--- src/hw/rtl/skset_pkg.sv ---
// Package for the sorted key set: request kinds, sequencer states,
// key sentinels and the compare result type. No dependencies.
package skset_pkg;

  localparam int KeyW = 32;

  localparam logic signed [KeyW-1:0] KEY_LOW_SENTINEL  = 32'sh8000_0000;
  localparam logic signed [KeyW-1:0] KEY_HIGH_SENTINEL = 32'sh7FFF_FFFF;

  typedef enum logic [1:0] {
    KIND_ADD      = 2'd0,
    KIND_REMOVE   = 2'd1,
    KIND_CONTAINS = 2'd2
  } kind_e;

  typedef enum logic [3:0] {
    ST_IDLE,
    ST_SEARCH,
    ST_PROBE,
    ST_CHECK,
    ST_APPLY,
    ST_INS,
    ST_INS_WR,
    ST_DEL,
    ST_DEL_WR,
    ST_DONE
  } state_e;

  typedef struct packed {
    logic lt;
    logic eq;
  } cmp_res_t;

endpackage

--- src/hw/rtl/skset_mem.sv ---
// Key storage for the sorted key set: one write port, one registered read port.
// Depends on nothing but its parameters.
module skset_mem #(
  parameter int Depth = 64,
  parameter int Width = 32
) (
  input  logic                     clk_i,
  input  logic                     we_i,
  input  logic [$clog2(Depth)-1:0] waddr_i,
  input  logic [Width-1:0]         wdata_i,
  input  logic                     re_i,
  input  logic [$clog2(Depth)-1:0] raddr_i,
  output logic [Width-1:0]         rdata_o
);

  logic [Width-1:0] mem_q [Depth];
  logic [Width-1:0] rdata_q;

  always_ff @(posedge clk_i) begin
    if (we_i) begin
      mem_q[waddr_i] <= wdata_i;
    end
  end

  always_ff @(posedge clk_i) begin
    if (re_i) begin
      rdata_q <= mem_q[raddr_i];
    end
  end

  assign rdata_o = rdata_q;

endmodule

--- src/hw/rtl/skset_cmp.sv ---
// Shared signed key comparator of the sorted key set.
// Depends on skset_pkg for the key width and result struct.
module skset_cmp (
  input  logic signed [skset_pkg::KeyW-1:0] a_i,
  input  logic signed [skset_pkg::KeyW-1:0] b_i,
  output skset_pkg::cmp_res_t               res_o
);
  import skset_pkg::*;

  always_comb begin
    res_o.lt = (a_i < b_i);
    res_o.eq = (a_i == b_i);
  end

endmodule

--- src/hw/rtl/sorted_key_set.sv ---
// Top level of the sorted key set: request sequencer, binary search and shift loops.
// Depends on skset_pkg, skset_mem and skset_cmp.
//
//   channel | direction | handshake              | payload
//   --------+-----------+------------------------+------------------------
//   request | in        | in_valid_i / in_ready_o | kind_i, key_i
//   result  | out       | out_valid_o / out_ready_i | ok_o, full_res_o
//
// One request at a time. Ready is high only while the sequencer is idle.
// A request runs through the binary search steps (ceil(log2(occupancy+1))
// steps, each a read then a compare on the single memory read port), the
// hit check, and a read then a write per key moved by an add or remove,
// besides the accept, last search step, apply and result states, and a
// final insert or delete state when the set changes.
// Unused kinds and sentinel keys skip the search and go straight to the result.
// Reset clears the occupancy and the control state; the key memory keeps
// no reset, entries at or beyond the occupancy are never read.
// A finished result sits in the output register until taken; the next
// request is accepted meanwhile and waits at its end if the result is still held.
module sorted_key_set #(
  parameter int CAPACITY = 64
) (
  input  logic                              clk_i,
  input  logic                              rst_ni,
  input  logic                              in_valid_i,
  output logic                              in_ready_o,
  input  logic [1:0]                        kind_i,
  input  logic signed [skset_pkg::KeyW-1:0] key_i,
  output logic                              out_valid_o,
  input  logic                              out_ready_i,
  output logic                              ok_o,
  output logic                              full_res_o
);
  import skset_pkg::*;

  localparam int AW = $clog2(CAPACITY);
  localparam int CW = $clog2(CAPACITY + 1);
  localparam logic [CW-1:0] CapCount = CW'(CAPACITY);
  localparam logic [CW-1:0] One      = CW'(1);

  state_e state_q, state_d;

  logic [CW-1:0] occ_q, occ_d;
  logic [CW-1:0] lo_q, lo_d;
  logic [CW-1:0] hi_q, hi_d;
  logic [CW-1:0] mid_q, mid_d;
  logic [CW-1:0] ptr_q, ptr_d;
  logic [1:0]    kind_q, kind_d;
  logic signed [KeyW-1:0] key_q, key_d;
  logic          found_q, found_d;
  logic          res_ok_q, res_ok_d;
  logic          res_full_q, res_full_d;
  logic          out_valid_q, out_valid_d;
  logic          ok_q, ok_d;
  logic          full_q, full_d;

  logic            mem_we;
  logic [AW-1:0]   mem_waddr;
  logic [KeyW-1:0] mem_wdata;
  logic            mem_re;
  logic [AW-1:0]   mem_raddr;
  logic [KeyW-1:0] mem_rdata;
  cmp_res_t        cmp_res;

  logic [CW-1:0] mid_calc;
  logic [CW-1:0] ptr_dec;
  logic [CW-1:0] ptr_inc;

  assign mid_calc = lo_q + ((hi_q - lo_q) >> 1);
  assign ptr_dec  = ptr_q - One;
  assign ptr_inc  = ptr_q + One;

  skset_mem #(
    .Depth(CAPACITY),
    .Width(KeyW)
  ) u_mem (
    .clk_i  (clk_i),
    .we_i   (mem_we),
    .waddr_i(mem_waddr),
    .wdata_i(mem_wdata),
    .re_i   (mem_re),
    .raddr_i(mem_raddr),
    .rdata_o(mem_rdata)
  );

  // One comparator serves every search probe and the hit check.
  skset_cmp u_cmp (
    .a_i  (mem_rdata),
    .b_i  (key_q),
    .res_o(cmp_res)
  );

  always_ff @(posedge clk_i or negedge rst_ni) begin
    if (!rst_ni) begin
      state_q     <= ST_IDLE;
      occ_q       <= '0;
      out_valid_q <= 1'b0;
    end else begin
      state_q     <= state_d;
      occ_q       <= occ_d;
      out_valid_q <= out_valid_d;
    end
  end

  always_ff @(posedge clk_i) begin
    lo_q       <= lo_d;
    hi_q       <= hi_d;
    mid_q      <= mid_d;
    ptr_q      <= ptr_d;
    kind_q     <= kind_d;
    key_q      <= key_d;
    found_q    <= found_d;
    res_ok_q   <= res_ok_d;
    res_full_q <= res_full_d;
    ok_q       <= ok_d;
    full_q     <= full_d;
  end

  always_comb begin
    state_d     = state_q;
    occ_d       = occ_q;
    lo_d        = lo_q;
    hi_d        = hi_q;
    mid_d       = mid_q;
    ptr_d       = ptr_q;
    kind_d      = kind_q;
    key_d       = key_q;
    found_d     = found_q;
    res_ok_d    = res_ok_q;
    res_full_d  = res_full_q;
    out_valid_d = out_valid_q;
    ok_d        = ok_q;
    full_d      = full_q;
    mem_we      = 1'b0;
    mem_waddr   = ptr_q[AW-1:0];
    mem_wdata   = mem_rdata;
    mem_re      = 1'b0;
    mem_raddr   = mid_calc[AW-1:0];
    in_ready_o  = 1'b0;

    // Drop the held result once the consumer takes it.
    if (out_valid_q && out_ready_i) begin
      out_valid_d = 1'b0;
    end

    case (state_q)
      ST_IDLE: begin
        in_ready_o = 1'b1;
        if (in_valid_i) begin
          kind_d     = kind_i;
          key_d      = key_i;
          res_ok_d   = 1'b0;
          res_full_d = 1'b0;
          found_d    = 1'b0;
          lo_d       = '0;
          hi_d       = occ_q;
          // Unused kinds and sentinel keys leave the set untouched.
          if (kind_i > KIND_CONTAINS || key_i == KEY_LOW_SENTINEL ||
              key_i == KEY_HIGH_SENTINEL) begin
            state_d = ST_DONE;
          end else begin
            state_d = ST_SEARCH;
          end
        end
      end

      ST_SEARCH: begin
        if (lo_q < hi_q) begin
          // Probe the midpoint of the open range.
          mem_re    = 1'b1;
          mem_raddr = mid_calc[AW-1:0];
          mid_d     = mid_calc;
          state_d   = ST_PROBE;
        end else if (lo_q < occ_q) begin
          mem_re    = 1'b1;
          mem_raddr = lo_q[AW-1:0];
          state_d   = ST_CHECK;
        end else begin
          found_d = 1'b0;
          state_d = ST_APPLY;
        end
      end

      ST_PROBE: begin
        if (cmp_res.lt) begin
          lo_d = mid_q + One;
        end else begin
          hi_d = mid_q;
        end
        state_d = ST_SEARCH;
      end

      ST_CHECK: begin
        found_d = cmp_res.eq;
        state_d = ST_APPLY;
      end

      ST_APPLY: begin
        state_d = ST_DONE;
        case (kind_q)
          KIND_ADD: begin
            if (!found_q) begin
              if (occ_q == CapCount) begin
                res_full_d = 1'b1;
              end else begin
                ptr_d   = occ_q;
                state_d = ST_INS;
              end
            end
          end
          KIND_REMOVE: begin
            if (found_q) begin
              ptr_d   = lo_q;
              state_d = ST_DEL;
            end
          end
          KIND_CONTAINS: begin
            res_ok_d = found_q;
          end
          default: begin
            res_ok_d = 1'b0;
          end
        endcase
      end

      // Open a slot: advance each key above the insert point up by one.
      ST_INS: begin
        if (ptr_q > lo_q) begin
          mem_re    = 1'b1;
          mem_raddr = ptr_dec[AW-1:0];
          state_d   = ST_INS_WR;
        end else begin
          mem_we    = 1'b1;
          mem_waddr = lo_q[AW-1:0];
          mem_wdata = key_q;
          occ_d     = occ_q + One;
          res_ok_d  = 1'b1;
          state_d   = ST_DONE;
        end
      end

      ST_INS_WR: begin
        mem_we    = 1'b1;
        mem_waddr = ptr_q[AW-1:0];
        mem_wdata = mem_rdata;
        ptr_d     = ptr_dec;
        state_d   = ST_INS;
      end

      // Close the gap: pull each key above the hit down by one.
      ST_DEL: begin
        if (ptr_inc < occ_q) begin
          mem_re    = 1'b1;
          mem_raddr = ptr_inc[AW-1:0];
          state_d   = ST_DEL_WR;
        end else begin
          occ_d    = occ_q - One;
          res_ok_d = 1'b1;
          state_d  = ST_DONE;
        end
      end

      ST_DEL_WR: begin
        mem_we    = 1'b1;
        mem_waddr = ptr_q[AW-1:0];
        mem_wdata = mem_rdata;
        ptr_d     = ptr_inc;
        state_d   = ST_DEL;
      end

      // Hold here until the output register is free.
      ST_DONE: begin
        if (!out_valid_q || out_ready_i) begin
          out_valid_d = 1'b1;
          ok_d        = res_ok_q;
          full_d      = res_full_q;
          state_d     = ST_IDLE;
        end
      end

      default: begin
        state_d = ST_IDLE;
      end
    endcase
  end

  assign out_valid_o = out_valid_q;
  assign ok_o        = ok_q;
  assign full_res_o  = full_q;

endmodule

--- config.mk ---
export PLATFORM = sky130hd
export DESIGN_NAME = sorted_key_set
export DESIGN_NICKNAME = d
export VERILOG_FILES = /design/src/hw/rtl/skset_pkg.sv /design/src/hw/rtl/skset_mem.sv /design/src/hw/rtl/skset_cmp.sv /design/src/hw/rtl/sorted_key_set.sv
export SDC_FILE = /design/constraint.sdc
export NUM_CORES = 2
export LEC_CHECK = 0
export BUFFER_PORTS_ARGS = -buffer_cell sky130_fd_sc_hd__buf_2
export CORE_ASPECT_RATIO = 1.75
export CORE_MARGIN = 2
export CORE_UTILIZATION = 60
export CTS_BUF_LIST = sky130_fd_sc_hd__clkbuf_4
export DETAILED_ROUTE_END_ITERATION = 10
export PLACE_DENSITY = 0.79
export SYNTH_ARGS = -nofsm -noshare
export SYNTH_HDL_FRONTEND = slang
export SYNTH_SLANG_ARGS = --single-unit
--- constraint.sdc ---
create_clock -name clk_i -period 7.6 [get_ports clk_i]
set_input_delay 0.76 -clock clk_i [delete_from_list [all_inputs] [get_ports clk_i]]
set_output_delay 0.76 -clock clk_i [all_outputs]
set_load 0.01 [all_outputs]
==> flow_summary.json <==
{
  "status": "complete, no violations",
  "initial_core_util_pct": 60.40,
  "gr-total-overflow": 0,
  "hpwl_um": 131700,
  "dieArea_um2": 146100,
  "fmax_mhz": 150.7,
  "wl_um": 231800,
  "cp.required_ns": 8.60,
  "cts.sinks": 2159,
  "cts-root-buf": "clkbuf_4",
  "place.gp.congestion": 0.9069,
  "setup_violations": 0,
  "via_per_inst": 6.615,
  "drt-initial-drc-count": 6847,
  "syn_avg_cell_area_um2": 15.67,
  "cap_viol_max_count": 0,
  "io_buffers": 41,
  "grt_pass1_vias": 53340,
  "path_clk_slew_ns": 0.08,
  "antenna_found_initial": 5,
  "cp.arrival_ns": 7.64,
  "cp-end-kind": "flip-flop",
  "h-tree-depth": 5,
  "synth_fp_nets": 5585,
  "cts_resized": 0,
  "fin_skew_ns": 0.08244,
  "layout.nets": 5956,
  "rows": 183,
  "yosysTopAreaCell": "edfxtp_1",
  "grt_max_degree": 149,
  "setup-tns-final_ns": 0,
  "postCtsSetupBuffers": 0,
  "yosys-top-cells-count": "2,147 x edfxtp_1, 726 x nand2_1, 642 x mux2i_1",
  "critPathKind": "reg -> reg",
  "grt_first_pass_wirelength_um": 334000,
  "die_w_um": 289.8,
  "synth_top_area_share_pct": 75.19,
  "routedWlPerCell_um": 28.88,
  "ys_seq_elements": 2159,
  "ys_types": 77,
  "dp_worst_setup_slack_ns": 1.177,
  "coreArea_um2": 142000,
  "grt_use_total_pct": 31.44,
  "layout_min_cycle_time_ns": 6.636,
  "async_flop_share_pct": 0.5558,
  "hold_viol": 0,
  "cts_tree": "yes",
  "drive_gt1_share_pct": 16.06,
  "ys.warnings.count": 0,
  "grt_setup_unrepaired": "false",
  "cts_buffer_depth": 4,
  "cp-start-kind": "flip-flop",
  "tightest_slew_ns": 1.352,
  "synth_most_common_cell": "edfxtp_1",
  "n_fill_cell": 9167,
  "synth.cell_area_um2": 85750,
  "syn_to_final_growth_pct": 10.90,
  "via_count": 53090,
  "drc": 0,
  "finalMaxSlewViolations": 0,
  "io_pins": 42,
  "tritoncts.num_buffers": 442,
  "ant_nets": 0,
  "fp.dieH_um": 504.1,
  "min_path_type": "in -> reg",
  "layout_setup_ws_ns": 0.9638,
  "timing.slew.headroom_pct": 9.040,
  "ys_seq_area_share_pct": 75.54,
  "clock_latency_ns": 1.36,
  "firstDrtPassIters": 8,
  "synth_edf_count": 2147,
  "synth-main-ff-cell": "edfxtp_1",
  "cp_max_fo": 54,
  "postCtsHoldBufs": 38,
  "synth_cells": 5472,
  "min_period_over_period_pct": 87.32,
  "ys_top_cells_by_area": "edfxtp_1 75%, mux2i_1 7.5%, nand2_1 3.2%, a21oi_1 2.5%, o22ai_1 2.1%"
}
-- metrics by stage --
| stage | area [um2] | std cells | utilization (%) | hold WS, ns |
|---|---|---|---|---|
| after CTS | 95060 | 8019 | 66.96 | 0.02084 |
| after floorplan | 85750 | 5472 | - | 0.4003 |
| after global placement | 89320 | 7210 | 62.92 | 0.4127 |
| final | 95090 | 8026 | 66.98 | 0.1492 |
| after detailed placement | 89320 | 7210 | 62.92 | 0.4273 |
| after global routing | 95090 | 8026 | 66.98 | 0.08259 |
-- placed cells by master (no fill, tap or decap), types with 72 or more instances in the layout --
master | Yosys | final
clkbuf_4 | 0 | 608
clkinv_1 | 0 | 116
a221oi_1 | 134 | 134
ha_1 | 72 | 72
mux2i_1 | 642 | 642
nor4_1 | 78 | 78
edfxtp_1 | 2147 | 2147
a21oi_1 | 434 | 434
buf_4 | 26 | 137
nand2_1 | 726 | 724
or4_1 | 126 | 125
o22ai_1 | 289 | 289
-- routing by layer --
layer / vias up / share of wire [%] / track usage (%)
met1: 25860 / 32 / 36.41
met5: - / 0.015 / 0
li1: 22370 / - / -
met3: 926 / 11 / 6.745
met4: 6 / 6.7 / 20.20
met2: 3929 / 50 / 52.72
-- cell type report --
class	count	area [um2]	area share, %
clock buffer	608	4564	4.800
clock inverter	163	788.3	0.8289
sequential	2159	64770	68.11
multi-input combinational	2926	20150	21.19
antenna	6	15.01	0.01579
inverter	67	251.5	0.2645
tap	1850	2315	2.434
timing repair buffer	247	2235	2.350
-- final timing paths --
check | startpoint | end | slack, ns | cells past startpoint
min in group asynchronous | rst_ni | out_valid_o | 0.55 | 3
max in group asynchronous | rst_ni | occ_q[5] | 6.56 | 3
worst min register to register | res_full_q | full_res_o | 0.41 | 0
worst max-delay path | ptr_q[1] | u_mem.rdata_o[10] | 0.96 | 18
worst max register to register | ptr_q[1] | u_mem.rdata_o[10] | 0.96 | 18
worst min-delay path | key_i[5] | key_q[5] | 0.15 | 2
-- critical path, stage by stage, from the launching register on --
cell and delay, ns:
edfxtp_1 0.56, ha_1 0.33, nand3_1 0.12, nor2_1 0.17, xor2_1 0.11, ha_1 0.30
o21ai_0 0.08, o21bai_1 0.30, a21oi_1 0.19, o21ai_1 0.86, o21a_1 0.28, nor2_4 0.09
buf_4 0.32, nand3b_1 0.28, buf_4 0.53, a21oi_1 0.06, or4_1 0.42, nor4_1 1.12
nor3_1 0.16
-- registers in the layout, summed over array words and instances, names as in the netlist --
name	cells
state_q	4
found_q	1
mid_q	7
u_mem.mem_q	2048
kind_q	2
occ_q	7
ptr_q	7
u_mem.rdata_o	32
hi_q	7
out_valid_o	1
res_ok_q	1
key_q	32
res_full_q	1
full_res_o	1
lo_q	7
ok_o	1
-- cells by family after synthesis --
kind of cell    count (synthesis)  synth area share [%]
flops                        2159                 75.54
buf+inv                       387                 2.005
mux                           643                 7.507
compound gates               1005                 7.179
simple gates                 1172                 6.336
xor+xnor                       31                0.3166
fa+ha+maj                      75                 1.121
Power is not shown: default switching activity piles up to over one toggle a cycle in this logic, so the estimate is an artifact.
